[src/design/beacon_synced_drive_window_macros.svh]
// Assertion macros shared by the beacon drive window design.
`ifndef BEACON_SYNCED_DRIVE_WINDOW_MACROS_SVH
`define BEACON_SYNCED_DRIVE_WINDOW_MACROS_SVH

// Same-cycle implication, clocked on i_clk and disabled during reset.
`define BSDW_ASSERT_IMP(name, ante, cons) \
    name: assert property (@(posedge i_clk) disable iff (!i_rst_n) (ante) |-> (cons)) \
        else $error("bsdw: same-cycle check failed");

// Next-cycle implication, clocked on i_clk and disabled during reset.
`define BSDW_ASSERT_NEXT(name, ante, cons) \
    name: assert property (@(posedge i_clk) disable iff (!i_rst_n) (ante) |=> (cons)) \
        else $error("bsdw: next-cycle check failed");

`endif

[src/design/bsdw_pkg.sv]
// Shared types and constants of the beacon drive window design.
`default_nettype none

package bsdw_pkg;

    localparam int WINDOW_SAMPLES_DEF = 8;
    localparam int TIME_W = 32;
    localparam int RPM_W = 16;
    localparam int CFG_W = 9;
    localparam int PROD_W = CFG_W + TIME_W;
    localparam int HALF_SHIFT = 9;
    localparam int IN_TDATA_W = 40;
    localparam int OUT_FIELDS_W = 3 + RPM_W;
    localparam int OUT_TDATA_W = 24;
    localparam int QUEUE_DEPTH = 2;
    localparam int QPTR_W = 1;
    localparam int QCNT_W = 2;
    localparam int DIV_CNT_W = 5;

    localparam logic [RPM_W-1:0] RPM_MAX = 16'd60000;
    localparam logic [TIME_W-1:0] ANGLE_DIV = 32'd360;

    // Division by 360 is a shift by 3 followed by a reciprocal multiply for 45.
    localparam int ANG_PRE_SHIFT = 3;
    localparam int RCP_W = 30;
    localparam int RCP_SHIFT = 35;
    localparam logic [RCP_W-1:0] RCP_45 = 30'd763549742;
    localparam int RCP_PROD_W = (TIME_W - ANG_PRE_SHIFT) + RCP_W;
    localparam int QUO_W = RCP_PROD_W - RCP_SHIFT;
    localparam int REM_W = 9;
    localparam int PART_W = CFG_W + REM_W;
    localparam int SRCP_W = 16;
    localparam int SRCP_SHIFT = 21;
    localparam logic [SRCP_W-1:0] SRCP_45 = 16'd46604;
    localparam int SRCP_PROD_W = (PART_W - ANG_PRE_SHIFT) + SRCP_W;
    localparam int PART_Q_W = SRCP_PROD_W - SRCP_SHIFT;

    localparam logic CFG_IDX_ANGLE = 1'b0;
    localparam logic CFG_IDX_FRAC = 1'b1;

    localparam logic [1:0] EVT_NONE = 2'd0;
    localparam logic [1:0] EVT_RISE = 2'd1;
    localparam logic [1:0] EVT_FALL = 2'd2;

    typedef struct packed {
        logic [1:0] kind;
        logic cur;
        logic [TIME_W-1:0] now;
    } t_evt;

    typedef struct packed {
        logic [CFG_W-1:0] angle;
        logic [CFG_W-1:0] frac;
    } t_cfg;

endpackage

`default_nettype wire

[src/design/bsdw_front.sv]
// Front end: debounces the beacon pin and classifies each sample's edge.
`default_nettype none

module bsdw_front #(
    parameter int WINDOW_SAMPLES = bsdw_pkg::WINDOW_SAMPLES_DEF
) (
    input  wire logic i_clk,
    input  wire logic i_rst_n,
    input  wire logic i_s_axis_tvalid,
    output logic o_s_axis_tready,
    // ir_pin_level [0], now_ms [32:1], zero fill above
    input  wire logic [bsdw_pkg::IN_TDATA_W-1:0] i_s_axis_tdata,
    input  wire logic i_q_full,
    output logic o_push,
    output bsdw_pkg::t_evt o_evt
);

    localparam int POS_W = (WINDOW_SAMPLES > 1) ? $clog2(WINDOW_SAMPLES) : 1;
    localparam logic [POS_W-1:0] POS_LAST = POS_W'(WINDOW_SAMPLES - 1);

    logic [WINDOW_SAMPLES-1:0] r_ring;
    logic [WINDOW_SAMPLES-1:0] n_ring;
    logic [POS_W-1:0] r_pos;
    logic [POS_W-1:0] n_pos;
    logic r_flag;
    logic n_flag;
    logic w_level;
    logic w_flip;
    logic w_accept;

    assign w_level = ~i_s_axis_tdata[0];
    assign o_s_axis_tready = ~i_q_full;
    assign w_accept = i_s_axis_tvalid & ~i_q_full;

    always_comb begin
        n_ring = r_ring;
        n_ring[r_pos] = w_level;
    end

    assign w_flip = r_flag ? ~(|n_ring) : (&n_ring);
    assign n_flag = r_flag ^ w_flip;
    assign n_pos = (r_pos == POS_LAST) ? '0 : r_pos + 1'b1;

    always_ff @(posedge i_clk) begin
        if (!i_rst_n) begin
            r_ring <= '0;
            r_pos <= '0;
            r_flag <= 1'b0;
        end else if (w_accept) begin
            r_ring <= n_ring;
            r_pos <= n_pos;
            r_flag <= n_flag;
        end
    end

    assign o_push = w_accept;

    always_comb begin
        o_evt.cur = n_flag;
        o_evt.now = i_s_axis_tdata[bsdw_pkg::TIME_W:1];
        if (!w_flip) begin
            o_evt.kind = bsdw_pkg::EVT_NONE;
        end else if (n_flag) begin
            o_evt.kind = bsdw_pkg::EVT_RISE;
        end else begin
            o_evt.kind = bsdw_pkg::EVT_FALL;
        end
    end

endmodule

`default_nettype wire

[src/design/bsdw_queue.sv]
// Two-entry event queue between the front end and the back end.
`default_nettype none

module bsdw_queue (
    input  wire logic i_clk,
    input  wire logic i_rst_n,
    input  wire logic i_push,
    input  wire bsdw_pkg::t_evt i_evt,
    input  wire logic i_pop,
    output logic o_full,
    output logic o_empty,
    output bsdw_pkg::t_evt o_head
);

    bsdw_pkg::t_evt r_mem [0:bsdw_pkg::QUEUE_DEPTH-1];
    logic [bsdw_pkg::QPTR_W-1:0] r_wr;
    logic [bsdw_pkg::QPTR_W-1:0] r_rd;
    logic [bsdw_pkg::QCNT_W-1:0] r_cnt;
    logic w_push;
    logic w_pop;

    assign o_full = (r_cnt == bsdw_pkg::QCNT_W'(bsdw_pkg::QUEUE_DEPTH));
    assign o_empty = (r_cnt == '0);
    assign w_push = i_push & ~o_full;
    assign w_pop = i_pop & ~o_empty;
    assign o_head = r_mem[r_rd];

    always_ff @(posedge i_clk) begin
        if (w_push) begin
            r_mem[r_wr] <= i_evt;
        end
    end

    always_ff @(posedge i_clk) begin
        if (!i_rst_n) begin
            r_wr <= '0;
            r_rd <= '0;
            r_cnt <= '0;
        end else begin
            if (w_push) begin
                r_wr <= r_wr + 1'b1;
            end
            if (w_pop) begin
                r_rd <= r_rd + 1'b1;
            end
            if (w_push && !w_pop) begin
                r_cnt <= r_cnt + 1'b1;
            end else if (w_pop && !w_push) begin
                r_cnt <= r_cnt - 1'b1;
            end
        end
    end

endmodule

`default_nettype wire

[src/design/bsdw_back.sv]
// Back end: period, RPM and drive window arithmetic, window test and result register.
`default_nettype none

module bsdw_back (
    input  wire logic i_clk,
    input  wire logic i_rst_n,
    input  wire bsdw_pkg::t_cfg i_cfg,
    input  wire logic i_q_empty,
    input  wire bsdw_pkg::t_evt i_q_head,
    output logic o_q_pop,
    output logic o_m_axis_tvalid,
    input  wire logic i_m_axis_tready,
    // drive_now [0], beacon_seen [1], led_green [2], rpm [18:3], zero fill above
    output logic [bsdw_pkg::OUT_TDATA_W-1:0] o_m_axis_tdata
);

    localparam int TW = bsdw_pkg::TIME_W;
    localparam int PW = bsdw_pkg::PROD_W;
    localparam int CW = bsdw_pkg::DIV_CNT_W;
    localparam int RW = bsdw_pkg::RPM_W;
    localparam int QW = bsdw_pkg::QUO_W;
    localparam int MW = bsdw_pkg::REM_W;
    localparam int AW = bsdw_pkg::PART_W;
    localparam int FW = bsdw_pkg::PART_Q_W;
    localparam int QPW = bsdw_pkg::RCP_PROD_W;
    localparam int FPW = bsdw_pkg::SRCP_PROD_W;
    localparam int SH = bsdw_pkg::ANG_PRE_SHIFT;

    localparam logic [3:0] S_IDLE = 4'd0;
    localparam logic [3:0] S_MUL = 4'd1;
    localparam logic [3:0] S_DIV = 4'd2;
    localparam logic [3:0] S_REM = 4'd3;
    localparam logic [3:0] S_PART = 4'd4;
    localparam logic [3:0] S_FQ = 4'd5;
    localparam logic [3:0] S_CENTRE = 4'd6;
    localparam logic [3:0] S_BOUND = 4'd7;
    localparam logic [3:0] S_OUT = 4'd8;

    logic [3:0] r_state;
    logic [3:0] n_state;

    logic [TW-1:0] r_now;
    logic r_cur;
    logic [TW-1:0] r_last;
    logic [TW-1:0] r_seen;
    logic r_sel;
    logic [TW-1:0] r_bnd [0:3];
    logic [RW-1:0] r_rpm;
    logic r_led;
    logic r_out_valid;
    logic [bsdw_pkg::OUT_FIELDS_W-1:0] r_out_data;

    logic [TW-1:0] r_period;
    logic [TW-1:0] r_half;
    logic [RW-1:0] r_dq;
    logic [TW-1:0] r_rem;
    logic [CW-1:0] r_cnt;
    logic [QW-1:0] r_q;
    logic [MW-1:0] r_pmod;
    logic [TW-1:0] r_aq;
    logic [AW-1:0] r_ar;
    logic [FW-1:0] r_fq;
    logic [TW-1:0] r_centre;

    logic [PW-1:0] w_prod_frac;
    logic [QPW-1:0] w_q_prod;
    logic [TW-1:0] w_pmod;
    logic [FPW-1:0] w_fq_prod;
    logic [TW:0] w_trial;
    logic [TW+1:0] w_diff;
    logic w_ge;
    logic w_out_free;
    logic w_drive;
    logic w_take;
    logic w_load;

    assign w_prod_frac = PW'(i_cfg.frac) * PW'(r_period);
    assign w_q_prod = QPW'(r_period[TW-1:SH]) * QPW'(bsdw_pkg::RCP_45);
    assign w_pmod = r_period - TW'(r_q) * bsdw_pkg::ANGLE_DIV;
    assign w_fq_prod = FPW'(r_ar[AW-1:SH]) * FPW'(bsdw_pkg::SRCP_45);

    assign w_trial = {r_rem, r_dq[RW-1]};
    assign w_diff = {1'b0, w_trial} - {2'b00, r_period};
    assign w_ge = ~w_diff[TW+1];

    assign w_out_free = ~r_out_valid | i_m_axis_tready;
    assign w_take = (r_state == S_IDLE) & ~i_q_empty;
    assign w_load = (r_state == S_OUT) & w_out_free;
    assign o_q_pop = w_take;

    assign w_drive = (i_cfg.frac != '0) &&
                     (((r_now > r_bnd[0]) && (r_now < r_bnd[1])) ||
                      ((r_now > r_bnd[2]) && (r_now < r_bnd[3])));

    always_comb begin
        n_state = r_state;
        case (r_state)
            S_IDLE: begin
                if (!i_q_empty) begin
                    n_state = (i_q_head.kind == bsdw_pkg::EVT_RISE) ? S_MUL : S_OUT;
                end
            end
            S_MUL: n_state = (r_period == '0) ? S_REM : S_DIV;
            S_DIV: begin
                if (r_cnt == '0) begin
                    n_state = S_REM;
                end
            end
            S_REM: n_state = S_PART;
            S_PART: n_state = S_FQ;
            S_FQ: n_state = S_CENTRE;
            S_CENTRE: n_state = S_BOUND;
            S_BOUND: n_state = S_OUT;
            S_OUT: begin
                if (w_out_free) begin
                    n_state = S_IDLE;
                end
            end
            default: n_state = S_IDLE;
        endcase
    end

    always_ff @(posedge i_clk) begin
        if (!i_rst_n) begin
            r_state <= S_IDLE;
            r_last <= '0;
            r_seen <= '0;
            r_sel <= 1'b0;
            r_bnd[0] <= '0;
            r_bnd[1] <= '0;
            r_bnd[2] <= '0;
            r_bnd[3] <= '0;
            r_rpm <= '0;
            r_led <= 1'b0;
            r_out_valid <= 1'b0;
        end else begin
            r_state <= n_state;
            if (w_take) begin
                if (i_q_head.kind == bsdw_pkg::EVT_RISE) begin
                    r_last <= i_q_head.now;
                    r_led <= 1'b1;
                end else if (i_q_head.kind == bsdw_pkg::EVT_FALL) begin
                    r_seen <= i_q_head.now - r_last;
                    r_led <= 1'b0;
                end
            end
            if (r_state == S_MUL && r_period == '0) begin
                r_rpm <= bsdw_pkg::RPM_MAX;
            end
            if (r_state == S_DIV && r_cnt == '0) begin
                r_rpm <= r_dq;
            end
            if (r_state == S_BOUND) begin
                if (r_sel) begin
                    r_bnd[0] <= r_centre - r_half;
                    r_bnd[1] <= r_centre + r_half;
                end else begin
                    r_bnd[2] <= r_centre - r_half;
                    r_bnd[3] <= r_centre + r_half;
                end
                r_sel <= ~r_sel;
            end
            if (w_load) begin
                r_out_valid <= 1'b1;
            end else if (i_m_axis_tready) begin
                r_out_valid <= 1'b0;
            end
        end
    end

    always_ff @(posedge i_clk) begin
        if (w_take) begin
            r_now <= i_q_head.now;
            r_cur <= i_q_head.cur;
            r_period <= i_q_head.now - r_last;
        end
        case (r_state)
            S_MUL: begin
                r_q <= w_q_prod[QPW-1:bsdw_pkg::RCP_SHIFT];
                r_half <= w_prod_frac[PW-1:bsdw_pkg::HALF_SHIFT];
                r_rem <= '0;
                r_dq <= bsdw_pkg::RPM_MAX;
                r_cnt <= CW'(RW);
            end
            S_DIV: begin
                if (r_cnt != '0) begin
                    r_rem <= w_ge ? w_diff[TW-1:0] : w_trial[TW-1:0];
                    r_dq <= {r_dq[RW-2:0], w_ge};
                    r_cnt <= r_cnt - 1'b1;
                end
            end
            S_REM: begin
                r_pmod <= w_pmod[MW-1:0];
                r_aq <= TW'(i_cfg.angle) * TW'(r_q);
            end
            S_PART: begin
                r_ar <= AW'(i_cfg.angle) * AW'(r_pmod);
            end
            S_FQ: begin
                r_fq <= w_fq_prod[FPW-1:bsdw_pkg::SRCP_SHIFT];
            end
            S_CENTRE: begin
                r_centre <= r_now + (r_seen >> 1) + r_aq + TW'(r_fq);
            end
            S_OUT: begin
                if (w_out_free) begin
                    r_out_data <= {r_rpm, r_led, r_cur, w_drive};
                end
            end
            default: begin
            end
        endcase
    end

    assign o_m_axis_tvalid = r_out_valid;
    assign o_m_axis_tdata = bsdw_pkg::OUT_TDATA_W'(r_out_data);

endmodule

`default_nettype wire

[src/design/beacon_synced_drive_window.sv]
// Top level of the beacon drive window block: configuration, front end, queue, back end.
`default_nettype none
`include "beacon_synced_drive_window_macros.svh"

// Each input item is one sample of the beacon pin with its millisecond time, and each
// yields exactly one result item. The front end debounces the pin over WINDOW_SAMPLES
// samples and hands the sample to a two-entry queue, so input is taken while the back
// end works. A sample without a beacon rising edge goes from idle to the result register.
// A rising edge divides the RPM one quotient bit per cycle, 16 steps and one to finish,
// then finds the drive heading share of the period by reciprocal multiplication in the
// MUL, REM, PART and FQ states, then window placement and the result register; a zero
// period skips the RPM division. The user must write configuration only while the block
// is idle; the block itself does not enforce this.
module beacon_synced_drive_window #(
    parameter int WINDOW_SAMPLES = bsdw_pkg::WINDOW_SAMPLES_DEF
) (
    input  wire logic i_clk,
    input  wire logic i_rst_n,
    input  wire logic i_s_axis_tvalid,
    output logic o_s_axis_tready,
    // ir_pin_level [0], now_ms [32:1], zero fill above
    input  wire logic [bsdw_pkg::IN_TDATA_W-1:0] i_s_axis_tdata,
    output logic o_m_axis_tvalid,
    input  wire logic i_m_axis_tready,
    // drive_now [0], beacon_seen [1], led_green [2], rpm [18:3], zero fill above
    output logic [bsdw_pkg::OUT_TDATA_W-1:0] o_m_axis_tdata,
    input  wire logic i_cfg_we,
    input  wire logic i_cfg_idx,
    input  wire logic [bsdw_pkg::CFG_W-1:0] i_cfg_wdata
);

    logic [bsdw_pkg::CFG_W-1:0] r_cfg_angle;
    logic [bsdw_pkg::CFG_W-1:0] r_cfg_frac;
    bsdw_pkg::t_cfg w_cfg;
    bsdw_pkg::t_evt w_evt;
    bsdw_pkg::t_evt w_head;
    logic w_push;
    logic w_pop;
    logic w_full;
    logic w_empty;

    always_ff @(posedge i_clk) begin
        if (!i_rst_n) begin
            r_cfg_angle <= '0;
            r_cfg_frac <= '0;
        end else if (i_cfg_we) begin
            case (i_cfg_idx)
                bsdw_pkg::CFG_IDX_ANGLE: r_cfg_angle <= i_cfg_wdata;
                bsdw_pkg::CFG_IDX_FRAC: r_cfg_frac <= i_cfg_wdata;
                default: begin
                end
            endcase
        end
    end

    assign w_cfg.angle = r_cfg_angle;
    assign w_cfg.frac = r_cfg_frac;

    bsdw_front #(
        .WINDOW_SAMPLES(WINDOW_SAMPLES)
    ) u_front (
        .i_clk(i_clk),
        .i_rst_n(i_rst_n),
        .i_s_axis_tvalid(i_s_axis_tvalid),
        .o_s_axis_tready(o_s_axis_tready),
        .i_s_axis_tdata(i_s_axis_tdata),
        .i_q_full(w_full),
        .o_push(w_push),
        .o_evt(w_evt)
    );

    bsdw_queue u_queue (
        .i_clk(i_clk),
        .i_rst_n(i_rst_n),
        .i_push(w_push),
        .i_evt(w_evt),
        .i_pop(w_pop),
        .o_full(w_full),
        .o_empty(w_empty),
        .o_head(w_head)
    );

    bsdw_back u_back (
        .i_clk(i_clk),
        .i_rst_n(i_rst_n),
        .i_cfg(w_cfg),
        .i_q_empty(w_empty),
        .i_q_head(w_head),
        .o_q_pop(w_pop),
        .o_m_axis_tvalid(o_m_axis_tvalid),
        .i_m_axis_tready(i_m_axis_tready),
        .o_m_axis_tdata(o_m_axis_tdata)
    );

    `BSDW_ASSERT_IMP(a_rpm_range, o_m_axis_tvalid, o_m_axis_tdata[18:3] <= bsdw_pkg::RPM_MAX)
    `BSDW_ASSERT_IMP(a_drive_needs_frac, o_m_axis_tvalid && o_m_axis_tdata[0], r_cfg_frac != '0)
    `BSDW_ASSERT_IMP(a_led_tracks_flag, o_m_axis_tvalid, o_m_axis_tdata[2] == o_m_axis_tdata[1])
    `BSDW_ASSERT_NEXT(a_queue_holds_full, w_full && !w_pop, w_full)

endmodule

`default_nettype wire

[config.mk]
export PLATFORM = sky130hd
export DESIGN_NAME = beacon_synced_drive_window
export DESIGN_NICKNAME = d
export VERILOG_FILES = /design/src/design/bsdw_pkg.sv /design/src/design/bsdw_front.sv /design/src/design/bsdw_queue.sv /design/src/design/bsdw_back.sv /design/src/design/beacon_synced_drive_window.sv
export VERILOG_INCLUDE_DIRS = /design/src /design/src/design
export SDC_FILE = /design/constraint.sdc
export NUM_CORES = 2
export LEC_CHECK = 0
export BUFFER_PORTS_ARGS = -buffer_cell sky130_fd_sc_hd__buf_4
export CAP_MARGIN = 20
export CORE_MARGIN = 3
export CORE_UTILIZATION = 40
export DETAILED_ROUTE_END_ITERATION = 6
export GPL_ROUTABILITY_DRIVEN = 0
export GPL_TIMING_DRIVEN = 0
export SLEW_MARGIN = 25
export SYNTH_ARGS = -nofsm -noshare
export SYNTH_HDL_FRONTEND = slang
export SYNTH_SLANG_ARGS = --single-unit
[constraint.sdc]
create_clock -name i_clk -period 10.7 [get_ports i_clk]
set_input_delay 1.605 -clock i_clk [delete_from_list [all_inputs] [get_ports i_clk]]
set_output_delay 1.605 -clock i_clk [all_outputs]
set_load 0.05 [all_outputs]
==> flow_summary.json <==
{
  "insertion_delay_ns": 0.69,
  "first_iter_violations": 3627,
  "crit_slowest_cell": "edfxtp_1",
  "syn_avg_cell_area_um2": 9.961,
  "dr.pass1.iters": 5,
  "cts.sinks": 608,
  "drive_above_1_share_pct": 4.563,
  "area_growth_pct": 9.300,
  "groute.usage.overall_pct": 21.92,
  "slew_violations": 0,
  "dieArea_um2": 171300,
  "hold_viol": 0,
  "clockBufferDepth": 3,
  "ios": 81,
  "cts_tree": "yes",
  "grt_start_max_net_pins": 40,
  "antenna_found_initial": 8,
  "synth_seq_cells": 608,
  "start_util_pct": 40.29,
  "yosysWarnings": 0,
  "core_um2": 165200,
  "critical_path_class": "flip-flop to flip-flop",
  "async_flop_share_pct": 0,
  "rows": 149,
  "cp_common_cell": "fa_1",
  "cp_slowest_stage_delay_ns": 1.04,
  "critPathLaunchType": "flip-flop",
  "yosysSeqAreaShare_pct": 25.62,
  "crit_path_end_kind": "flip-flop",
  "syn_area_um2": 66540,
  "fin_skew_ns": 0.06248,
  "synth_edf_count": 487,
  "grt_pass1_vias": 48680,
  "path_buf_inv": 4,
  "die_w_um": 413.9,
  "rsz0062_at_grt": "false",
  "fin_tns_setup_ns": 0,
  "clk_pin_slew_ns": 0.06,
  "htreeDepth": 3,
  "max_cap_violations": 0,
  "wl_um": 184100,
  "dp_hpwl_um": 151600,
  "grt-ovfl-total": 0,
  "cts_setup_buffers": 0,
  "setup_violations": 0,
  "fin_crit_ns": 8.368,
  "ant_nets": 0,
  "max_slew_margin_pct": 28.37,
  "numPortBuffers": 68,
  "finalNetCount": 8591,
  "path_max_fanout": 8,
  "synthFlopType": "edfxtp_1",
  "holdWs_ns": 0.4072,
  "path_delay_family": "adder cells",
  "cts_root_buf": "clkbuf_16",
  "fmax_mhz": 119.5,
  "numCtsBuffers": 71,
  "wire_per_inst_um": 20.24,
  "timing.final.crit_share_pct": 78.21,
  "viasPerCell": 5.184,
  "cts_resized": 0,
  "syn_inst": 6680,
  "crit_chain": "ha_1, xor2_1, ha_1, inv_1, fa_1, fa_1, inv_1, fa_1, fa_1, inv_1, fa_1, inv_1, ha_1, ha_1, and3_1, and3_1, nand2_1, or4b_1, o211a_2, o31ai_4, a21boi_2, o41ai_4, a21oi_1, xnor2_1",
  "r2r_slack_ns": 2.33,
  "vias": 47151,
  "fin_util_pct": 44.03,
  "worst_pin_slew_ns": 1.074,
  "grt_pass1_wl_um": 285900,
  "hold_buffers": 0,
  "synth.distinct_cells": 91,
  "die_y_um": 413.9,
  "drt_drc_violations_left": 0,
  "outcome": "finished clean",
  "cp.required_ns": 11.12,
  "min_path_type": "flip-flop to flip-flop",
  "critical_path_arrival_ns": 8.79
}
## per-layer routing
layer,up-vias,part of all wire (%),GRT usage (%)
met2,1311,46,35.60
met3,296,6.4,3.298
met5,-,0.0071,0
met1,23493,43,29.12
li1,22049,-,-
met4,2,4.8,9.346
## cell type report
| cell class | count | area [µm²] |
|---|---|---|
| Tap cell | 2189 | 2739 |
| Fill cell | 15846 | 92450 |
| Clock inverter | 40 | 503.0 |
| Buffer | 221 | 895.9 |
| Multi-Input combinational cell | 4553 | 43820 |
| Inverter | 1302 | 4890 |
| Clock buffer | 91 | 1944 |
| Timing Repair Buffer | 88 | 882.1 |
| Sequential cell | 608 | 17050 |
| Antenna cell | 3 | 7.507 |
## registers in the layout (all words and copies together), names as in the netlist, 4 cells and up, named ones only
name / flops
u_back.r_centre: 32
u_back.r_last: 32
u_back.r_pmod: 9
u_back.r_rem: 32
u_back.r_dq: 16
u_back.r_state: 4
u_back.r_half: 32
u_front.r_ring: 8
u_back.r_ar: 15
u_back.r_aq: 32
r_cfg_angle: 9
u_back.r_period: 32
u_back.r_cnt: 5
r_cfg_frac: 9
u_back.r_bnd: 126
u_back.r_out_data: 19
u_back.r_now: 32
u_back.r_rpm: 16
u_back.r_fq: 10
u_queue.r_mem: 70
u_back.r_seen: 31
u_back.r_q: 24
## worst paths after layout
| path | start | end | cells after the start |
|---|---|---|---|
| worst min register to register | u_back.r_cur$_DFFE_PP_ | u_back.r_out_data[1]$_DFFE_PP_ | 0 |
| worst min-delay path | u_back.r_cur$_DFFE_PP_ | u_back.r_out_data[1]$_DFFE_PP_ | 0 |
| worst max-delay path | u_back.r_period[8]$_DFFE_PP_ | u_back.r_q[23]$_DFFE_PP_ | 24 |
| worst max register to register | u_back.r_period[8]$_DFFE_PP_ | u_back.r_q[23]$_DFFE_PP_ | 24 |
## cell usage in the layout, fill, tap and decap left out, types with 121 or more instances in the layout
cell type     n
o21ai_0     140
a21oi_1     325
clkbuf_1    200
fa_1        794
xnor2_1     204
inv_1      1299
a21o_1      121
ha_1        897
nor2_1      369
nand2_1     611
edfxtp_1    487
dfxtp_1     121
and2_1      237
## synthesized netlist by cell type, types with 9 or more instances
library cell | instances | area, µm²
a311oi_1 | 11 | 96.34
nand2b_1 | 48 | 300.3
mux2_2 | 35 | 394.1
mux2i_1 | 46 | 460.4
and3_1 | 29 | 181.4
o21a_1 | 48 | 360.4
a221oi_1 | 10 | 87.58
dfxtp_1 | 121 | 2422
a31oi_1 | 23 | 143.9
nand3b_1 | 9 | 67.56
buf_1 | 11 | 41.29
xor2_1 | 69 | 604.3
and2_1 | 237 | 1483
inv_1 | 1300 | 4880
o211ai_1 | 13 | 97.59
fa_1 | 794 | 15900
a211oi_1 | 25 | 187.7
a21oi_1 | 325 | 1627
nor3_1 | 66 | 330.3
nand3_1 | 49 | 245.2
o21ai_0 | 141 | 705.7
o31ai_1 | 21 | 157.7
a21o_1 | 121 | 908.4
edfxtp_1 | 487 | 14620
nand4_1 | 51 | 319.1
or2_2 | 13 | 81.33
ha_1 | 897 | 11220
nand2_1 | 612 | 2297
nor2b_1 | 55 | 344.1
or3_1 | 15 | 93.84
clkbuf_1 | 191 | 716.9
o21bai_1 | 33 | 247.7
buf_2 | 10 | 50.05
nor4_1 | 20 | 125.1
nor2_1 | 373 | 1400
xnor2_1 | 204 | 1787
## per-stage QoR
stage          instance area (µm²)  setup slack (ns)  cells
6_report                     72730             2.332   9095
5_1_grt                      72720             2.122   9093
4_1_cts                      72710             2.337   9091
3_5_place_dp                 70260             2.334   8960
3_3_place_gp                 69810             1.579   8941
2_1_floorplan                66560             3.684   6684
## cells by family (layout without fill, tap and decap cells)
logic type,count (synthesis),after routing,share of synthesized area [%]
adders and majority gates,1691,1691,40.75
and+or+nand+nor,1603,1603,11.25
buffers and inverters,1523,1742,8.683
AOI/OAI and AO/OA,900,900,8.807
DFF,608,608,25.62
xor gates and xnor gates,273,273,3.593
muxes,81,81,1.284
other,1,8,0.005636
Power is not shown: default switching activity piles up to over one toggle a cycle in this logic, so the estimate is an artifact.
